## src/rtl/core/tbmc_pkg.sv

```systemverilog
// Shared types, constants and helpers for the twelve-bit minicomputer core.
`default_nettype none

package tbmc_pkg;

   localparam int WordW     = 12;
   localparam int MemWords  = 4096;
   localparam int MemAddrW  = $clog2(MemWords);

   typedef logic [WordW-1:0]    word_type;
   typedef logic [MemAddrW-1:0] mem_addr_type;

   localparam word_type PageMask   = 12'o7600;
   localparam word_type OffsetMask = 12'o0177;
   localparam word_type AutoMask   = 12'o7770;
   localparam word_type AutoBase   = 12'o0010;

   typedef enum logic [1:0] {
      MODE_LOAD  = 2'd0,
      MODE_SETPC = 2'd1,
      MODE_READ  = 2'd2,
      MODE_EXEC  = 2'd3
   } mode_type;

   typedef enum logic [2:0] {
      OP_AND = 3'd0,
      OP_TAD = 3'd1,
      OP_ISZ = 3'd2,
      OP_DCA = 3'd3,
      OP_JMS = 3'd4,
      OP_JMP = 3'd5,
      OP_IOT = 3'd6,
      OP_OPR = 3'd7
   } opcode_type;

   typedef enum logic [1:0] {
      ALU_AND,
      ALU_ADD,
      ALU_INC,
      ALU_GRP1
   } alu_op_type;

   typedef struct packed {
      alu_op_type op;
      word_type   acc;
      logic       link;
      word_type   operand;
      word_type   micro;
   } alu_in_type;

   typedef struct packed {
      word_type word;
      logic     link;
   } alu_out_type;

   // A 12-bit address selects the word at its residue modulo the memory size.
   function automatic mem_addr_type mem_slot(input word_type a);
      mem_slot = MemAddrW'(a % MemWords);
   endfunction

endpackage

`default_nettype wire

```

## src/rtl/core/tbmc_alu.sv

```systemverilog
// Shared arithmetic unit: AND, add with link toggle, increment, operate group 1.
`default_nettype none

module tbmc_alu (
   input  tbmc_pkg::alu_in_type  alu_in,
   output tbmc_pkg::alu_out_type alu_out
);
   import tbmc_pkg::*;

   logic [WordW:0] sum;
   word_type       a;
   logic           l;
   word_type       m;

   always_comb begin
      sum = '0;
      a   = alu_in.acc;
      l   = alu_in.link;
      m   = alu_in.micro;
      case (alu_in.op)
         ALU_AND: begin
            a = alu_in.acc & alu_in.operand;
         end
         ALU_ADD: begin
            sum = {1'b0, alu_in.acc} + {1'b0, alu_in.operand};
            a   = sum[WordW-1:0];
            l   = alu_in.link ^ sum[WordW];
         end
         ALU_INC: begin
            a = alu_in.operand + word_type'(1);
         end
         ALU_GRP1: begin
            // Micro-operations apply in the fixed order of the instruction set.
            if (m[7]) a = '0;
            if (m[6]) l = 1'b0;
            if (m[5]) a = ~a;
            if (m[4]) l = ~l;
            if (m[0]) begin
               sum = {1'b0, a} + (WordW+1)'(1);
               a   = sum[WordW-1:0];
               l   = l ^ sum[WordW];
            end
            if (m[3:2] == 2'b10) begin
               {a, l} = {l, a};
               if (m[1]) {a, l} = {l, a};
            end
            if (m[3:2] == 2'b01) begin
               {l, a} = {a, l};
               if (m[1]) {l, a} = {a, l};
            end
            if (m[3:1] == 3'b001) begin
               a = {a[5:0], a[11:6]};
            end
         end
         default: begin
            a = alu_in.acc;
         end
      endcase
      alu_out.word = a;
      alu_out.link = l;
   end

endmodule

`default_nettype wire
```

## config.mk

```make
export PLATFORM = sky130hd
export DESIGN_NAME = tbmc_alu
export DESIGN_NICKNAME = d
export VERILOG_FILES = /design/src/rtl/core/tbmc_pkg.sv /design/src/rtl/core/tbmc_alu.sv
export SDC_FILE = /design/constraint.sdc
export NUM_CORES = 1
export LEC_CHECK = 0
export ABC_CLOCK_PERIOD_IN_PS = 10200
export BUFFER_PORTS_ARGS = -buffer_cell sky130_fd_sc_hd__buf_4
export CAP_MARGIN = 40
export CORE_UTILIZATION = 64
export DETAILED_ROUTE_END_ITERATION = 7
export PLACE_DENSITY = 0.91
export SYNTH_ARGS = -nofsm -noshare
export SYNTH_HDL_FRONTEND = slang
export SYNTH_SLANG_ARGS = --single-unit
```

## constraint.sdc

```tcl
create_clock -name vclk -period 10.2
set_clock_uncertainty 0.2 [all_clocks]
set_input_delay 3.06 -clock vclk [all_inputs]
set_output_delay 3.06 -clock vclk [all_outputs]
set_load 0.005 [all_outputs]
```

* After elaboration in Yosys (flattened, before gate mapping) *
Cells that the tools add are included.

cells by class
  add/sub/neg operators = 3
  $mul = 0
  divide/modulo/power cells = 0
  order comparisons = 0
  equality and inequality tests = 6
  shifts and indexed selects = 0
  mux-type cells = 21
  bitwise operators = 5
  reduce and logical (&&, ||, !) cells = 1

operator list
  cell                     number
  $mux W12                 10
  $pmux W12 S4             1
  $add A12 B1 Y13 const B  1
  $add A12 B12 Y13         1
  $add A12 B1 Y12 const B  1
  $and A12 B12 Y12         1
  $not A12 Y12             1
  $mux W1                  9
  $eq A2 B2 Y1 const B     3
  $eq A2 B1 Y1 const B     2
  $eq A3 B1 Y1 const B     1
  $logic_not A2 Y1         1
  $pmux W1 S2              1
  $xor A1 B1 Y1            2
  $not A1 Y1               1

word-level totals
  register bits after elaboration = 0
  latch bits = 0
  RAM bits = 0
  bits in read-only memories = 0
  input bits = 39
  memories = 0

* Longest topological paths before layout *
Gate-level depths: netlist (run 1).

  word-level depth = 14
  mapped depth = 14
  mapped depth without buffers = 11

* Least setup slack after synthesis (run 1) *
Ideal clock, no wire load.

  path kind = input to output
  start = in alu_in[5] (netlist name)
  end = out alu_out[10] (netlist name)
  arrival = 5609 ps
  data required time = 6940 ps
  slack = 1331 ps
  cell stages on the path = 12
  cell sequence = buf_2 > inv_1 > buf_2 > xnor2_1 > ha_1 > and3_1 > a22oi_1 > a2111oi_0 > o22ai_2 > a32o_1 > a2111oi_0 > or4_1

RTL lines
  item                line           text
  start: declaration  tbmc_alu.sv:5  input tbmc_pkg::alu_in_type alu_in,
  end: declaration    tbmc_alu.sv:6  output tbmc_pkg::alu_out_type alu_out

==> results.cfg, run 1 <==
[layout]
clock_buffers = 0
fin_nets = 493
finalInstanceArea_um2 = 2900
seqCellArea_um2 = 0
drive_gt1_frac = 0.156
fillCellCount = 320
n_antenna_cell = 0
seq_cells = 0
synthToLayoutAreaGrowth_pct = 12.0

[logic_synthesis]
syn_avg_cell_area_um2 = 6.24
yosysSeqAreaShare = 0
synthAdderAreaFrac = 0.0754
synth_warnings = 0
synth-xor-area-share = 0.108
synth.distinct_cells = 68
netlist_area_um2 = 2590
synth.top_cells.by_count = nor2_1 (42), a21oi_1 (40), nand2_1 (38), o21ai_0 (26), xnor2_1 (24)
synth.top_cell.area_share = 0.0812
synth_top_family_by_area = compound AO/OA/AOI/OAI gates
netlist_instances = 415
synth_top_area_cell = xnor2_1
synth_nets = 469
synthMuxAreaShare = 0.0246
synth.most_common_cell = nor2_1
synth_area_leaders = xnor2_1 (8.1%), a21oi_1 (7.7%), ha_1 (6.8%), nor2_1 (6.1%), nand2_1 (5.5%)
synthSimpleGateAreaFrac = 0.300
synth_compound_area_frac = 0.419

[floorplanning]
die_y_um = 65.6
core.rowCount = 22
die-width_um = 65.6
coreArea_um2 = 3770
io_pins = 52
start_util = 0.686
dieArea_um2 = 4300

[timing]
period_needed_ps = 9600
rsz0062_at_grt = false
maxSlewViolCount = 0
finalSetupTns_ps = 0
slew_headroom = 0.527
setup_ws_ps = 603
fmaxAchievable_mhz = 104
hold_violations = 0
hold_ws_ps = 6370
finalCritPeriodShare = 0.941
tightest_slew_ps = 704
setup_viol = 0

[global_route]
grt_overflow = 0
grt_antenna_before_repair = 0
grt_max_degree = 36
grt_pass1_wl_um = 13400
grt_pass1_vias = 2813
grt_use_total = 0.392

[clock_network]
postCtsHoldBufs = 0
post_cts_resized = 0
post_cts_buffers = 0

[power]
p_clk_frac = 0
cellLeakagePower_nw = 1.09
pwr-share-seq = 0
swShare = 0.573
p_int_w = 0.0000700
power_density_nw_per_um2 = 56.6
vdd_drop_max_mv = 0.0351
pwr-share-comb = 1.000
p_switching_w = 0.0000940

[routing]
initialDrtViolationCount = 500
vias = 3318
wire_per_inst_um = 17.1
postRouteAntennaNets = 0
vias_per_cell = 6.84
dr.pass1.iters = 6
wl_um = 8300
drc_errors = 0

[run]
max-cap-violations = 0

[setup_path]
cp.arrival_ps = 6340
crit_path_start_kind = primary input
cp_max_fo = 27
required_ps = 6940
path_class = in2out
endpoint_kind = output pin

[place]
post_dp_cell_area_um2 = 2900
dp_hpwl_um = 6470
port_buffers = 48
place.gp.congestion = 0.972
detailedPlace.worstSlack_ps = 657

[worst_hold_path]
hp-class = in2out

[run_status]
status = complete, no violations
[final timing paths]
kind                     endpoint  startpoint  slack, ps  cells after the start
worst max-delay path  alu_out[10]   alu_in[5]        600                     12
worst min-delay path   alu_out[0]  alu_in[24]       6370                      4
[power by group through the flow]
stage	sequential [W]	clock (W)	combinational, W
after global routing	0	0	0.000179
after global placement	0	0	0.000157
final	0	0	0.000164
after CTS	0	0	0.000160
after floorplan	0	0	0.000109
after detailed placement	0	0	0.000160
[metal layers]
metal / global-route usage / wire, µm
met1: 0.547 / 3430
met2: 0.608 / 3710
met3: 0.0417 / 852
met4: 0.152 / 316
met5: 0 / 0
[per-stage QoR]
step | std cells | util | power [W]
floorplan | 415 | - | 0.000109
global placement | 485 | 0.769 | 0.000157
detailed placement | 485 | 0.769 | 0.000160
CTS | 485 | 0.769 | 0.000160
global route | 485 | 0.769 | 0.000179
finish | 485 | 0.769 | 0.000164
[critical path, stage by stage]
cell and delay, ps:
buf_4 260, inv_1 160, xnor2_1 290, ha_1 290
and3_1 180, a22oi_1 170, a2111oi_0 540, o22ai_2 270
a32o_1 320, a2111oi_0 480, or4_1 200, buf_4 110
[cells in the final DEF (no fill, tap or decap), types with 4 or more instances in the layout]
cell type / Yosys / final
ha_1: 14 / 14
o22ai_1: 9 / 9
a31oi_1: 10 / 10
inv_1: 15 / 15
nand3_1: 15 / 15
o311ai_0: 4 / 4
nand4_1: 6 / 6
xnor2_1: 24 / 24
a21o_1: 4 / 4
a21oi_1: 40 / 40
buf_4: 1 / 50
nand2_1: 38 / 38
and2_1: 6 / 6
nor3_1: 14 / 14
o21bai_1: 5 / 5
a211oi_1: 10 / 10
o31ai_1: 7 / 7
o211ai_1: 6 / 6
nor4_1: 4 / 4
xor2_1: 8 / 8
nor2b_1: 11 / 11
a22oi_1: 4 / 4
nor2_1: 42 / 42
a31o_2: 4 / 4
o21ai_0: 26 / 26
[cell families (layout without fill, tap and decap cells)]
logic type      count (synthesis)  after routing
simple gates                  156            156
buf+inv                        45             67
xor+xnor                       32             32
mux                             6              6
fa+ha+maj                      15             15
compound gates                161            161
[cell type report]
cell class	count	area, µm²	share of cell area
inverters	17	63.8	0.0220
multi-input cells	370	2400	0.828
well taps	48	60.1	0.0207
repair buffers	50	375	0.129
Power figures use the tool's default switching activity.
==> inputs of run 2 (changes only) <==
--- a/config.mk
+++ b/config.mk
@@ -6,11 +6,11 @@
 export NUM_CORES = 1
 export LEC_CHECK = 0
 export ABC_CLOCK_PERIOD_IN_PS = 10200
-export BUFFER_PORTS_ARGS = -buffer_cell sky130_fd_sc_hd__buf_4
 export CAP_MARGIN = 40
-export CORE_UTILIZATION = 64
+export CORE_UTILIZATION = 69
 export DETAILED_ROUTE_END_ITERATION = 7
-export PLACE_DENSITY = 0.91
+export DONT_BUFFER_PORTS = 1
+export PLACE_DENSITY = 0.85
 export SYNTH_ARGS = -nofsm -noshare
 export SYNTH_HDL_FRONTEND = slang
 export SYNTH_SLANG_ARGS = --single-unit
==> run 2 against run 1 <==
Final cell count fell by 11%. Critical path type unchanged. Clock-buffer cell count did not move. Final area fell by 13%. Largest cell class unchanged.
==> results.cfg, run 2 (synthesis results as in run 1) <==
[power]
power_density_nw_per_um2 = 49.3
p_int_w = 0.0000527
pwr-share-seq = 0
pwr-share-comb = 1.000
swShare = 0.577
cellLeakagePower_nw = 0.848
vdd_drop_max_mv = 0.0327
p_clk_frac = 0
p_switching_w = 0.0000717
p_total_w = 0.000124

[setup_path]
path_cells = inv_1 -> xnor2_1 -> ha_1 -> and3_1 -> a22oi_1 -> a2111oi_0 -> o22ai_2 -> a32o_1 -> a2111oi_0 -> or4_1
startpoint = alu_in[5]
endpoint_kind = output pin
cp_slowest_cell = a2111oi_0
path_buf_inv = 1
cp_max_fo = 27
crit_family = compound AO/OA/AOI/OAI gates
cp.arrival_ps = 5960
cp_slowest_stage_delay_ps = 560
crit_path_start_kind = primary input
cp_common_cell = a2111oi_0
required_ps = 6940
path_class = in2out

[clock_network]
post_cts_resized = 0
post_cts_buffers = 0
postCtsHoldBufs = 0

[place]
dp_hpwl_um = 6040
post_dp_cell_area_um2 = 2520
place.gp.congestion = 0.971
port_buffers = 0

[layout]
final_common_cell = nor2_1
utilization = 0.727
n_antenna_cell = 0
fillCellCount = 328
final_cell_mix = nor2_1 (42), a21oi_1 (40), nand2_1 (38), o21ai_0 (26), xnor2_1 (24)
fin_nets = 443
seq_cells = 0
drive_gt1_frac = 0.0465
finalInstanceArea_um2 = 2520
seqCellArea_um2 = 0
clock_buffers = 0
synthToLayoutAreaGrowth_pct = -2.61

[global_route]
grt_pass1_wl_um = 13400
grt_max_degree = 36
grt_pass1_vias = 2820
grt_antenna_before_repair = 0
grt_overflow = 0
grt_use_total = 0.406

[routing]
vias = 3243
drc_errors = 0
wl_um = 8020
initialDrtViolationCount = 484
vias_per_cell = 7.49
postRouteAntennaNets = 0
dr.pass1.iters = 7
wire_per_inst_um = 18.5

[run_status]
status = complete, no violations

[worst_hold_path]
worstHoldEndpoint = alu_out[7]
hp-start = alu_in[37]
min_path_cells = 1
hp-class = in2out

[floorplanning]
die-width_um = 63.3
coreArea_um2 = 3470
core.rowCount = 21
die_y_um = 63.3
io_pins = 52
start_util = 0.746
dieArea_um2 = 4000

[timing]
tightest_slew_ps = 603
fmaxAchievable_mhz = 109
finalCritPeriodShare = 0.903
setup_viol = 0
period_needed_ps = 9220
finalSetupTns_ps = 0
rsz0062_at_grt = false
hold_ws_ps = 6020
slew_headroom = 0.595
hold_violations = 0
maxSlewViolCount = 0

[run]
max-cap-violations = 0
==> run 2: power groups by stage <==
stage / sequential [W] / combinational [W] / clock (W)
global placement: 0 / 0.000117 / 0
floorplan: 0 / 0.000109 / 0
global route: 0 / 0.000137 / 0
CTS: 0 / 0.000120 / 0
detailed placement: 0 / 0.000120 / 0
finish: 0 / 0.000124 / 0
==> run 2: final cells by class <==
cell class | instances | area [µm²] | share of cell area
multi-input combinational | 370 | 2400 | 0.952
inverter | 17 | 63.8 | 0.0253
tap | 46 | 57.6 | 0.0228
==> run 2: per-stage QoR <==
stage,setup WS (ps),std cells
global placement,1200,433
CTS,1090,433
finish,985,433
global route,717,433
detailed placement,1110,433
floorplan,1330,415
==> run 2: worst max-delay path by stage <==
stage	end	slack, ps	cells past startpoint
final	alu_out[10]	980	10
after floorplan	alu_out[10]	1330	12
after detailed placement	alu_out[10]	1110	10
after CTS	alu_out[10]	1090	10
after global routing	alu_out[10]	720	10
after global placement	alu_out[10]	1200	10
==> run 2: per-layer routing <==
| layer | share of wire | vias to the layer above | wire length [µm] | global-route usage |
|---|---|---|---|---|
| li1 | - | 1521 | - | - |
| met1 | 0.40 | 1427 | 3210 | 0.560 |
| met2 | 0.44 | 260 | 3510 | 0.632 |
| met3 | 0.13 | 35 | 1030 | 0.0761 |
| met4 | 0.033 | 0 | 267 | 0.125 |
| met5 | 0 | - | 0 | 0 |
==> inputs of run 3 (changes only) <==
--- a/config.mk
+++ b/config.mk
@@ -10,7 +10,9 @@
 export CORE_UTILIZATION = 69
 export DETAILED_ROUTE_END_ITERATION = 7
 export DONT_BUFFER_PORTS = 1
+export GPL_TIMING_DRIVEN = 0
 export PLACE_DENSITY = 0.85
+export REMOVE_ABC_BUFFERS = 1
 export SYNTH_ARGS = -nofsm -noshare
 export SYNTH_HDL_FRONTEND = slang
 export SYNTH_SLANG_ARGS = --single-unit
==> run 3 against run 2 <==
Via count is 2.2% lower. Clock-buffer cell count did not move. Die area unchanged. Global-route usage fell by 2.3 points. Largest cell class unchanged. Setup slack lost 88 ps. Final area unchanged. Routed wire length down 2.5%. Non-clock buffer count unchanged.
==> results.cfg, run 3 (synthesis results as in run 1) <==
[power]
pwr-share-comb = 1.000
pwr-share-seq = 0
power_density_nw_per_um2 = 48.8
p_total_w = 0.000123
vdd_drop_max_mv = 0.0271
cellLeakagePower_nw = 0.848
p_clk_frac = 0
p_int_w = 0.0000526
p_switching_w = 0.0000704
swShare = 0.572

[run_status]
status = complete, no violations

[routing]
dr.pass1.iters = 5
wl_um = 7820
postRouteAntennaNets = 0
vias_per_cell = 7.33
wire_per_inst_um = 18.1
initialDrtViolationCount = 408
vias = 3173
drc_errors = 0

[floorplanning]
dieArea_um2 = 4000
start_util = 0.746
die-width_um = 63.3
coreArea_um2 = 3470
die_y_um = 63.3
core.rowCount = 21
io_pins = 52

[setup_path]
required_ps = 6940
cp_common_cell = xnor2_1
path_buf_inv = 1
startpoint = alu_in[5]
cp.arrival_ps = 6040
cp_slowest_stage_delay_ps = 590
crit_cells = 11
cp_max_fo = 27
path_cells = inv_1 -> xnor2_1 -> ha_1 -> and3_1 -> a22oi_1 -> a21oi_1 -> xnor2_1 -> nand2_1 -> a221o_1 -> nand4_1 -> o221a_2
worstSetupEndpoint = alu_out[11]
path_class = in2out
crit_path_start_kind = primary input
cp_slowest_cell = xnor2_1
crit_family = compound AO/OA/AOI/OAI gates
endpoint_kind = output pin

[timing]
hold_violations = 0
setup_ws_ps = 897
slew_headroom = 0.522
rsz0062_at_grt = false
maxSlewViolCount = 0
period_needed_ps = 9300
fmaxAchievable_mhz = 107
finalSetupTns_ps = 0
setup_viol = 0
tightest_slew_ps = 713
finalCritPeriodShare = 0.912

[global_route]
grt_overflow = 0
grt_pass1_vias = 2797
grt_antenna_before_repair = 0
grt_use_total = 0.383
grt_pass1_wl_um = 12600
grt.met1_usage = 0.481
grt_busiest_layer = met2
grtUsageMet3 = 0.0507
use_met2 = 0.679
grt_max_degree = 36

[place]
detailedPlace.worstSlack_ps = 1030
place.gp.congestion = 0.995
post_dp_cell_area_um2 = 2520
port_buffers = 0
dp_hpwl_um = 5930

[layout]
fillCellCount = 324
multi_input_comb_area_um2 = 2400
final_common_cell = nor2_1
seq_cells = 0
synthToLayoutAreaGrowth_pct = -2.61
utilization = 0.727
finalInstanceArea_um2 = 2520
clock_buffers = 0
n_antenna_cell = 0
final_cell_mix = nor2_1 (42), a21oi_1 (40), nand2_1 (38), o21ai_0 (26), xnor2_1 (24)
seqCellArea_um2 = 0
drive_gt1_frac = 0.0465
fin_nets = 443

[clock_network]
post_cts_buffers = 0
post_cts_resized = 0
postCtsHoldBufs = 0

[worst_hold_path]
hp-class = in2out
min_path_cells = 1

[run]
max-cap-violations = 0
[run 3: layout make-up]
class / instances / area share
multi-input combinational: 370 / 0.952
inverter: 17 / 0.0253
tap: 46 / 0.0228
[run 3: layer usage]
metal / part of all wire / vias to the layer above
li1: - / 1513
met1: 0.41 / 1450
met2: 0.47 / 187
met3: 0.095 / 23
met4: 0.025 / 0
met5: 0 / -
[run 3: power groups by stage]
stage	clock network (W)	registers, W	logic (W)
after floorplan	0	0	0.0000975
after global placement	0	0	0.000117
after detailed placement	0	0	0.000120
after CTS	0	0	0.000120
after global routing	0	0	0.000134
final	0	0	0.000123
[run 3: how the worst min path moves through the flow]
stage	start	end	slack, ps
3_3_place_gp	alu_in[37]	alu_out[7]	6020
5_1_grt	alu_in[37]	alu_out[7]	6030
6_report	alu_in[37]	alu_out[1]	6020
2_1_floorplan	alu_in[37]	alu_out[7]	5990
4_1_cts	alu_in[37]	alu_out[7]	6020
3_5_place_dp	alu_in[37]	alu_out[7]	6020
[run 3: through the flow]
step                      hold slack [ps]  cells
after floorplan                      5990    387
after global placement               6020    433
after detailed placement             6020    433
after CTS                            6020    433
after global routing                 6030    433
final                                6020    433
